--- src/rtl/core/mbdc_pkg.sv ---
// Shared types and constants for the masked byte difference clusterer.
package mbdc_pkg;

  localparam int OFFSET_BITS  = 24;  // width of the byte position counter
  localparam int OFFSET_W     = 24;  // width of the run offset field
  localparam int CNT_W        = 25;  // width of byte counters and run length
  localparam int RUNS_W       = 24;  // width of the run counter
  localparam int FIFO_DEPTH   = 4;
  localparam int FIFO_PTR_W   = $clog2(FIFO_DEPTH);
  localparam int FIFO_CNT_W   = $clog2(FIFO_DEPTH + 1);

  localparam logic KIND_RUN     = 1'b0;
  localparam logic KIND_SUMMARY = 1'b1;

  typedef enum logic [1:0] {
    OUTCOME_IDENTICAL = 2'd0,
    OUTCOME_GAPS_ONLY = 2'd1,
    OUTCOME_TEXT_ONLY = 2'd2,
    OUTCOME_MIXED     = 2'd3
  } outcome_t;

  typedef struct packed {
    logic [7:0] new_byte;
    logic [7:0] ref_byte;
    logic       adcon_new;
    logic       adcon_ref;
    logic       skip_byte;
    logic       text_written;
    logic       final_byte;
  } item_t;

  typedef struct packed {
    logic                record_kind;
    logic [OFFSET_W-1:0] run_offset;
    logic [CNT_W-1:0]    run_length;
    logic                run_gap;
    logic [CNT_W-1:0]    mismatch_total;
    logic [CNT_W-1:0]    text_mismatch;
    logic [CNT_W-1:0]    gap_mismatch;
    logic [CNT_W-1:0]    adcon_cleared;
    logic [CNT_W-1:0]    skipped_total;
    logic [RUNS_W-1:0]   run_total;
    outcome_t            outcome;
    logic                final_record;
  } rec_t;

  // Records produced by one byte pair, in delivery order.
  typedef struct packed {
    logic [1:0] count;
    rec_t       first;
    rec_t       second;
  } rec_pair_t;

  function automatic logic [CNT_W-1:0] sat_cnt(input logic [CNT_W-1:0] v);
    sat_cnt = (&v) ? v : v + CNT_W'(1);
  endfunction

  function automatic logic [RUNS_W-1:0] sat_runs(input logic [RUNS_W-1:0] v);
    sat_runs = (&v) ? v : v + RUNS_W'(1);
  endfunction

endpackage

--- src/rtl/core/mbdc_engine.sv ---
// Section state, byte pair classification and record generation.
module mbdc_engine
  import mbdc_pkg::*;
(
  input  logic      clk,
  input  logic      rst,
  input  logic      step,
  input  item_t     item,
  input  logic      clear_adcons,
  output rec_pair_t recs
);

  logic [OFFSET_BITS-1:0] byte_position, byte_position_next;
  logic                   run_open, run_open_next;
  logic [OFFSET_BITS-1:0] run_begin, run_begin_next;
  logic [CNT_W-1:0]       run_size, run_size_next;
  logic                   run_gap_flag, run_gap_flag_next;
  logic [CNT_W-1:0]       count_mismatch, count_mismatch_next;
  logic [CNT_W-1:0]       count_text, count_text_next;
  logic [CNT_W-1:0]       count_gap, count_gap_next;
  logic [CNT_W-1:0]       count_adcon, count_adcon_next;
  logic [CNT_W-1:0]       count_skipped, count_skipped_next;
  logic [RUNS_W-1:0]      count_runs, count_runs_next;

  always_comb begin
    logic     is_adcon;
    logic     is_skip;
    logic     is_diff;
    logic     run_emit;
    rec_t     run_rec;
    rec_t     sum_rec;
    outcome_t verdict;

    is_adcon = clear_adcons && (item.adcon_new || item.adcon_ref);
    is_skip  = !is_adcon && item.skip_byte;
    is_diff  = !is_adcon && !is_skip && (item.new_byte != item.ref_byte);

    byte_position_next  = byte_position + OFFSET_BITS'(1);
    run_open_next       = run_open;
    run_begin_next      = run_begin;
    run_size_next       = run_size;
    run_gap_flag_next   = run_gap_flag;
    count_mismatch_next = count_mismatch;
    count_text_next     = count_text;
    count_gap_next      = count_gap;
    count_adcon_next    = is_adcon ? sat_cnt(count_adcon) : count_adcon;
    count_skipped_next  = is_skip ? sat_cnt(count_skipped) : count_skipped;
    count_runs_next     = count_runs;

    if (is_diff) begin
      count_mismatch_next = sat_cnt(count_mismatch);
      if (item.text_written) begin
        count_text_next = sat_cnt(count_text);
      end else begin
        count_gap_next = sat_cnt(count_gap);
      end
      if (!run_open) begin
        run_open_next     = 1'b1;
        run_begin_next    = byte_position;
        run_size_next     = CNT_W'(1);
        run_gap_flag_next = !item.text_written;
        count_runs_next   = sat_runs(count_runs);
      end else begin
        run_size_next = sat_cnt(run_size);
      end
    end

    // A run closes on any byte that does not differ, and at the section end.
    run_emit = run_open_next && (!is_diff || item.final_byte);

    run_rec             = '0;
    run_rec.record_kind = KIND_RUN;
    run_rec.run_offset  = OFFSET_W'(run_begin_next);
    run_rec.run_length  = run_size_next;
    run_rec.run_gap     = run_gap_flag_next;
    run_rec.outcome     = OUTCOME_IDENTICAL;

    if (count_mismatch_next == '0) begin
      verdict = OUTCOME_IDENTICAL;
    end else if (count_text_next == '0) begin
      verdict = OUTCOME_GAPS_ONLY;
    end else if (count_gap_next == '0) begin
      verdict = OUTCOME_TEXT_ONLY;
    end else begin
      verdict = OUTCOME_MIXED;
    end

    sum_rec                = '0;
    sum_rec.record_kind    = KIND_SUMMARY;
    sum_rec.mismatch_total = count_mismatch_next;
    sum_rec.text_mismatch  = count_text_next;
    sum_rec.gap_mismatch   = count_gap_next;
    sum_rec.adcon_cleared  = count_adcon_next;
    sum_rec.skipped_total  = count_skipped_next;
    sum_rec.run_total      = count_runs_next;
    sum_rec.outcome        = verdict;
    sum_rec.final_record   = 1'b1;

    if (run_emit) begin
      run_open_next = 1'b0;
      run_size_next = '0;
    end

    recs.first  = run_emit ? run_rec : sum_rec;
    recs.second = sum_rec;
    recs.count  = {1'b0, run_emit} + {1'b0, item.final_byte};

    if (item.final_byte) begin
      byte_position_next  = '0;
      run_open_next       = 1'b0;
      run_begin_next      = '0;
      run_size_next       = '0;
      run_gap_flag_next   = 1'b0;
      count_mismatch_next = '0;
      count_text_next     = '0;
      count_gap_next      = '0;
      count_adcon_next    = '0;
      count_skipped_next  = '0;
      count_runs_next     = '0;
    end

    if (!step) begin
      recs.count = 2'd0;
    end
  end

  always_ff @(posedge clk) begin
    if (rst) begin
      byte_position  <= '0;
      run_open       <= 1'b0;
      run_begin      <= '0;
      run_size       <= '0;
      run_gap_flag   <= 1'b0;
      count_mismatch <= '0;
      count_text     <= '0;
      count_gap      <= '0;
      count_adcon    <= '0;
      count_skipped  <= '0;
      count_runs     <= '0;
    end else if (step) begin
      byte_position  <= byte_position_next;
      run_open       <= run_open_next;
      run_begin      <= run_begin_next;
      run_size       <= run_size_next;
      run_gap_flag   <= run_gap_flag_next;
      count_mismatch <= count_mismatch_next;
      count_text     <= count_text_next;
      count_gap      <= count_gap_next;
      count_adcon    <= count_adcon_next;
      count_skipped  <= count_skipped_next;
      count_runs     <= count_runs_next;
    end
  end

endmodule

--- src/rtl/core/mbdc_rec_fifo.sv ---
// Small record queue that takes up to two records per cycle and gives one while rd_ready is high.
module mbdc_rec_fifo
  import mbdc_pkg::*;
(
  input  logic      clk,
  input  logic      rst,
  input  rec_pair_t push,
  output logic      room_for_two,
  output logic      rd_valid,
  input  logic      rd_ready,
  output rec_t      rd_data
);

  rec_t                  mem [FIFO_DEPTH];
  logic [FIFO_PTR_W-1:0] wr_ptr, wr_ptr_next;
  logic [FIFO_PTR_W-1:0] rd_ptr, rd_ptr_next;
  logic [FIFO_CNT_W-1:0] fill, fill_next;
  logic                  pop;

  assign rd_valid     = (fill != '0);
  assign rd_data      = mem[rd_ptr];
  assign pop          = rd_valid && rd_ready;
  assign room_for_two = (fill <= FIFO_CNT_W'(FIFO_DEPTH - 2));

  always_comb begin
    wr_ptr_next = wr_ptr + FIFO_PTR_W'(push.count);
    rd_ptr_next = rd_ptr + FIFO_PTR_W'(pop);
    fill_next   = fill + FIFO_CNT_W'(push.count) - FIFO_CNT_W'(pop);
  end

  always_ff @(posedge clk) begin
    if (push.count != 2'd0) begin
      mem[wr_ptr] <= push.first;
    end
    if (push.count == 2'd2) begin
      mem[wr_ptr + FIFO_PTR_W'(1)] <= push.second;
    end
  end

  always_ff @(posedge clk) begin
    if (rst) begin
      wr_ptr <= '0;
      rd_ptr <= '0;
      fill   <= '0;
    end else begin
      wr_ptr <= wr_ptr_next;
      rd_ptr <= rd_ptr_next;
      fill   <= fill_next;
    end
  end

endmodule

--- src/rtl/core/masked_byte_diff_clusterer.sv ---
// Top level of the masked byte difference clusterer.
// An accepted byte pair waits in the input stage register until the queue has two
// free slots; it is then folded into the section state and its records enter the queue.
// Throughput: one byte pair per cycle. A final byte can yield two records; they drain
// one per cycle while out_ready is high, and input stalls while the four-entry queue lacks two free slots.
// Reset (rst, synchronous) clears the section state and the queue; clear_adcons goes to 1.
module masked_byte_diff_clusterer
  import mbdc_pkg::*;
(
  input  logic                clk,
  input  logic                rst,

  // Configuration: the clear_adcons register.
  input  logic                cfg_wr_en,
  input  logic                cfg_wr_data,

  // Byte pair input transaction.
  input  logic                in_valid,
  output logic                in_ready,
  input  logic [7:0]          new_byte,
  input  logic [7:0]          ref_byte,
  input  logic                adcon_new,
  input  logic                adcon_ref,
  input  logic                skip_byte,
  input  logic                text_written,
  input  logic                final_byte,

  // Result record output transaction.
  output logic                out_valid,
  input  logic                out_ready,
  output logic                record_kind,
  output logic [OFFSET_W-1:0] run_offset,
  output logic [CNT_W-1:0]    run_length,
  output logic                run_gap,
  output logic [CNT_W-1:0]    mismatch_total,
  output logic [CNT_W-1:0]    text_mismatch,
  output logic [CNT_W-1:0]    gap_mismatch,
  output logic [CNT_W-1:0]    adcon_cleared,
  output logic [CNT_W-1:0]    skipped_total,
  output logic [RUNS_W-1:0]   run_total,
  output logic [1:0]          outcome,
  output logic                final_record
);

  logic      clear_adcons;
  logic      stage_valid;
  item_t     stage_item;
  logic      stage_fire;
  logic      room_for_two;
  rec_pair_t recs;
  rec_t      head;

  // The configuration register is written directly; there is no handshake.
  always_ff @(posedge clk) begin
    if (rst) begin
      clear_adcons <= 1'b1;
    end else if (cfg_wr_en) begin
      clear_adcons <= cfg_wr_data;
    end
  end

  // The staged byte pair is processed whenever the queue can absorb the worst
  // case of two records, so the engine never has to stall in mid-step.
  assign stage_fire = stage_valid && room_for_two;
  assign in_ready   = !stage_valid || stage_fire;

  always_ff @(posedge clk) begin
    if (rst) begin
      stage_valid <= 1'b0;
    end else if (in_ready) begin
      stage_valid <= in_valid;
    end
  end

  // Payload of the input register needs no reset.
  always_ff @(posedge clk) begin
    if (in_valid && in_ready) begin
      stage_item.new_byte     <= new_byte;
      stage_item.ref_byte     <= ref_byte;
      stage_item.adcon_new    <= adcon_new;
      stage_item.adcon_ref    <= adcon_ref;
      stage_item.skip_byte    <= skip_byte;
      stage_item.text_written <= text_written;
      stage_item.final_byte   <= final_byte;
    end
  end

  // Classification, counters, run tracking and record building.
  mbdc_engine u_engine (
    .clk          (clk),
    .rst          (rst),
    .step         (stage_fire),
    .item         (stage_item),
    .clear_adcons (clear_adcons),
    .recs         (recs)
  );

  // Records wait here until the output side takes them, in order.
  mbdc_rec_fifo u_rec_fifo (
    .clk          (clk),
    .rst          (rst),
    .push         (recs),
    .room_for_two (room_for_two),
    .rd_valid     (out_valid),
    .rd_ready     (out_ready),
    .rd_data      (head)
  );

  assign record_kind    = head.record_kind;
  assign run_offset     = head.run_offset;
  assign run_length     = head.run_length;
  assign run_gap        = head.run_gap;
  assign mismatch_total = head.mismatch_total;
  assign text_mismatch  = head.text_mismatch;
  assign gap_mismatch   = head.gap_mismatch;
  assign adcon_cleared  = head.adcon_cleared;
  assign skipped_total  = head.skipped_total;
  assign run_total      = head.run_total;
  assign outcome        = head.outcome;
  assign final_record   = head.final_record;

endmodule

--- config.mk ---
export PLATFORM = sky130hd
export DESIGN_NAME = masked_byte_diff_clusterer
export DESIGN_NICKNAME = d
export VERILOG_FILES = /design/src/rtl/core/mbdc_pkg.sv /design/src/rtl/core/mbdc_engine.sv /design/src/rtl/core/mbdc_rec_fifo.sv /design/src/rtl/core/masked_byte_diff_clusterer.sv
export SDC_FILE = /design/constraint.sdc
export NUM_CORES = 2
export LEC_CHECK = 0
export ABC_CLOCK_PERIOD_IN_PS = 9000
export BUFFER_PORTS_ARGS = -buffer_cell sky130_fd_sc_hd__buf_2
export CAP_MARGIN = 10
export CORE_MARGIN = 2
export CORE_UTILIZATION = 29
export DETAILED_ROUTE_END_ITERATION = 12
export PLACE_DENSITY_LB_ADDON = 0.25
export SYNTH_ARGS = -nofsm -noshare
export SYNTH_HDL_FRONTEND = slang
export SYNTH_SLANG_ARGS = --single-unit
export TNS_END_PERCENT = 20
--- constraint.sdc ---
create_clock -name clk -period 9 [get_ports clk]
set_input_delay 1.35 -clock clk [delete_from_list [all_inputs] [get_ports clk]]
set_output_delay 1.35 -clock clk [all_outputs]
set_load 0.01 [all_outputs]
# [Word level (Yosys, flattened, before mapping)]
# Memory sizes are Yosys's and may differ from the RTL's. A register that Yosys moved wholly into a read port is not among the register bits.
# Index checks and enable logic that the tools add are counted.
[totals] ff_bits=254 ramBits=812 input_bits=27 out_inout_bits=205 wordCells=115 memories=1
[mem_list] memory="u_rec_fifo.mem" depth=4 word_bits=203 read_ports=1 rd_ports_with_merged_regs=1 write_ports=2 line="mbdc_rec_fifo.sv:14" source="rec_t mem [FIFO_DEPTH];"
[classes] addsub=14 n_lt_le_gt_ge=1 eq_ne=2 n_mux=46 reduce_logical=28
[op_table] op="2-to-1 mux 25 bit" count=22
[op_table] op="2-to-1 mux 203 bit" count=1
[op_table] op="2-to-1 mux 24 bit" count=8
[op_table] op="adder 25 x 1 -> 25 bit, second input constant" count=6
[op_table] op="AND reduction 25 bit" count=6
[op_table] op="zero test 25 bit" count=3
[op_table] op="adder 24 x 1 -> 24 bit, second input constant" count=2
[op_table] op="AND reduction 24 bit" count=1
[op_table] op="2-to-1 mux 1 bit" count=11
[op_table] op="logical AND 1 bit" count=8
[op_table] op="2-to-1 mux 2 bit" count=4
[op_table] op="!= test 8 bit" count=1
[op_table] op="zero test 1 bit" count=5
[op_table] op="adder 3 x 2 -> 3 bit" count=1
[op_table] op="less-or-equal comparator 3 x 2 -> 1 bit, second input constant" count=1
[op_table] op="logical OR 1 bit" count=3
[op_table] op="nonzero test 3 bit" count=1
[op_table] op="subtractor 3 x 1 -> 3 bit" count=1
[op_table] op="adder 1 x 1 -> 2 bit" count=1
[op_table] op="adder 2 x 1 -> 2 bit" count=1
[op_table] op="adder 2 x 1 -> 2 bit, second input constant" count=1
[op_table] op="adder 2 bit" count=1
[op_table] op="equality test 2 bit, second input constant" count=1
[op_table] op="nonzero test 2 bit" count=1

# [Longest topological paths before layout]
[logic_depth] word_depth=15 ltp_mapped=18 depth_no_buf=13

# [By module]
# A second synthesis with hierarchy kept.
[hier_totals] hier_cells=4182 area_unflattened_um2=55490.7
[modules_own_cells] mod="mbdc_rec_fifo" n_inst=1 cells_per_inst=2009 area_each_um2=39359.0 seq_area_each_um2=24523.5
[modules_own_cells] mod="mbdc_engine" n_inst=1 cells_per_inst=2143 area_each_um2=15411.0 seq_area_each_um2=4484.3
[modules_own_cells] mod="masked_byte_diff_clusterer" n_inst=1 cells_per_inst=30 area_each_um2=720.7 seq_area_each_um2=670.6

# [Least setup slack after synthesis]
# No wires, ideal clock.
[synth_path] path_kind="register to register" start="register stage_item[11] (netlist name)" end="memory u_rec_fifo.mem[1][151] (netlist name), data pin" setup_ps=143 t_arrival_ps=6748 required_ps=8857 slack_ps=2109 path_stages_with_launch=19 n_path_buf=5 synth_period_minus_slack_ps=6891 path_cell_list="edfxtp_1 -> xor2_1 -> nor4_2 -> a21boi_2 -> buf_4 -> mux2i_4 -> inv_2 -> ha_1 -> clkbuf_1 -> nand2_1 -> o21ai_0 -> nand2_1 -> or2_2 -> clkbuf_1 -> inv_1 -> nand2_2 -> buf_6 -> clkbuf_1 -> nor2_1"
[synth_rtl] element="start: declaration" line="masked_byte_diff_clusterer.sv:47" source="item_t stage_item;"
[synth_rtl] element="end: declaration" line="mbdc_rec_fifo.sv:14"

==> results.yml <==
die:
  die_w_um: 407
  core_region_area_um2: 162000
  io_pins: 232
  die_h_um: 407
  dieArea_um2: 166000
  start_util: 0.291
  row_count: 148
sta:
  setup_ws_ns: 3.54
  fmax_ghz: 0.183
  setup_viol: 0
  slew_violations: 0
  hold_violations: 0
  finalCritPeriodShare: 0.606
  rsz0062_at_grt: "no"
  tns_ns: 0
  tightest_slew_ns: 1.14
  post-route-min-period_ns: 5.46
  maxSlewHeadroom: 0.239
  fin_skew_ns: 0.0859
logic_synthesis:
  synth-seq-cells: 1062
  async_reset_ff_frac: 0
  netlist_area_um2: 47200
  yosys-top-cells-count: "nor2_1, edfxtp_1, dfxtp_1"
  synth-edff-count: 625
  syn_inst: 4075
  ys_warn_count: 0
  ys_seq_area_frac: 0.583
  synth_area_leaders: "edfxtp_1, dfxtp_1, mux4_2, nor2_1, a22o_1"
  synth_cell_types: 88
  synth_fp_nets: 4117
  yosysTopAreaCell: "edfxtp_1"
  synth.most_common_cell: "nor2_1"
  syn_avg_cell_area_um2: 11.6
  yosys_most_used_dff: "edfxtp_1"
  netlist.area_leader.share: 0.398
finish:
  fillCellCount: 16200
  layout.cells.non_filler: 6452
  ff_latch_area_um2: 27500
  fin_nets: 4218
  syn2layout_area_growth_pct: 15.4
  multiInputGateArea_um2: 18400
  drive_above_1_share: 0.174
  final_area_um2: 54400
critical_path:
  path_class: "flop to flop"
  start_kind: "flop"
  worst_setup_path_end_kind: "flop"
  required_ns: 9.60
  crit_fanout: 94
  crit_arrival_ns: 6.05
cts:
  h-tree-depth: 3
  clk_pin_slew_ns: 0.06
  clk_path_buf_depth: 3
  root_buffer: "clkbuf_16"
  clock-sinks: 1062
  cts_hold_buf: 0
  tritoncts: "built"
  insertion_delay_ns: 0.76
  cts_resized: 0
  cts_buffers: 113
  post_cts_buffers: 0
drt:
  via_per_inst: 5.08
  dr.pass1.iters: 7
  drt_wl_total_um: 141000
  route.detailed.drc: 0
  drt_iter0_drc: 2566
  wire_per_inst_um: 21.8
  vias: 32700
  ant_nets: 0
global_routing:
  overflow: 0
  grt_max_degree: 117
  grt_pass1_vias: 32600
  grt_first_pass_wirelength_um: 211000
  antenna_found_initial: 10
  grt_usage: 0.165
power_and_ir_drop:
  ir_drop_mv: 0.159
  p_total_w: 0.0122
  power_density_nw_per_um2: 225
  power.leakage_nw: 16.9
hold_path:
  min_path_type: "flop to flop"
placement:
  gp_congestion: 0.810
  placed_area_um2: 50400
  dp.cells: 6236
  portBuffers: 231
  dp_hpwl_um: 82900
  post-place-ws_ns: 3.50
run:
  max_cap_violations: 0
outcome:
  status: "finished, final reports clean"
-- final cells by class --
cell class                      count  share of cell area
Tap cell                         2175              0.0500
Clock inverter                     65              0.0148
Multi-Input combinational cell   2679               0.339
Inverter                           41             0.00333
Antenna cell                        2           0.0000920
Clock buffer                      149              0.0584
Sequential cell                  1062               0.506
Timing Repair Buffer              279              0.0289
-- kinds of logic (layout without fill, tap and decap cells) --
logic type               count (synthesis)  after routing  synth area share
buffers and inverters                  334            534            0.0291
multiplexers                           214            214            0.0993
AO/OA/AOI/OAI                          654            654            0.0926
XOR/XNOR                               188            188            0.0355
adder cells (fa/ha/maj)                 15             15           0.00414
AND/OR/NAND/NOR                       1608           1608             0.156
other                                    0              2                 0
flip-flops                            1062           1062             0.583
-- state kept, by name (all words and copies together), names as in the netlist --
name,count
u_engine.count_adcon,25
u_rec_fifo.rd_ptr,2
u_engine.run_size,25
u_engine.run_gap_flag,1
u_engine.count_skipped,25
stage_valid,1
u_engine.byte_position,24
u_engine.count_text,25
u_engine.count_runs,24
u_rec_fifo.fill,3
u_engine.run_begin,24
u_rec_fifo.mem,808
clear_adcons,1
u_engine.run_open,1
u_engine.count_mismatch,25
stage_item,21
u_rec_fifo.wr_ptr,2
u_engine.count_gap,25
-- worst max-delay path: stages, from the launching register on --
cell	delay (ns)
edfxtp_1	0.38
xor2_1	0.18
nor4_2	0.76
a21boi_4	0.10
buf_4	0.30
mux2i_4	0.28
inv_2	0.14
ha_1	0.34
o21ai_0	0.30
nand3_2	0.18
inv_8	0.69
nand2_8	0.59
buf_4	0.58
nor2_1	0.21
-- metrics by stage --
stage | util | hold slack [ns]
finish | 0.335 | 0.440
global route | 0.335 | 0.454
CTS | 0.335 | 0.441
detailed placement | 0.311 | 0.432
global placement | 0.311 | 0.429
floorplan | - | 0.418
-- final timing paths --
kind	startpoint	endpoint	slack, ns	depth (start not counted)
worst max-delay path	stage_item[11]	u_rec_fifo.mem[3][137]	3.54	13
worst min register to register	u_rec_fifo.mem[2][0]	u_rec_fifo.mem[2][0]	0.44	2
worst min-delay path	u_rec_fifo.mem[2][0]	u_rec_fifo.mem[2][0]	0.44	2
worst max register to register	stage_item[11]	u_rec_fifo.mem[3][137]	3.54	13
-- per-layer routing --
metal	GRT usage	routed length, um
met5	0	12
met4	0.0393	2830
met3	0.0281	8070
met2	0.265	65200
met1	0.231	64400
-- where the power goes --
| part | internal [W] | switching [W] | total [W] | leakage, nW |
|---|---|---|---|---|
| logic | 0.000748 | 0.00119 | 0.00194 | 5.87 |
| registers | 0.00523 | 0.0000835 | 0.00531 | 9.04 |
| clock network | 0.00292 | 0.00207 | 0.00499 | 1.95 |
-- cells in the final DEF, fill, tap and decap left out, types with 97 or more instances in the layout --
cell type,n
clkbuf_16,115
nand2_1,263
o21ai_0,157
mux4_2,202
buf_2,230
a22o_1,162
a21oi_1,168
edfxtp_1,625
nor2_1,887
dfxtp_1,435
xnor2_1,97
(Power assumes the default switching activity.)
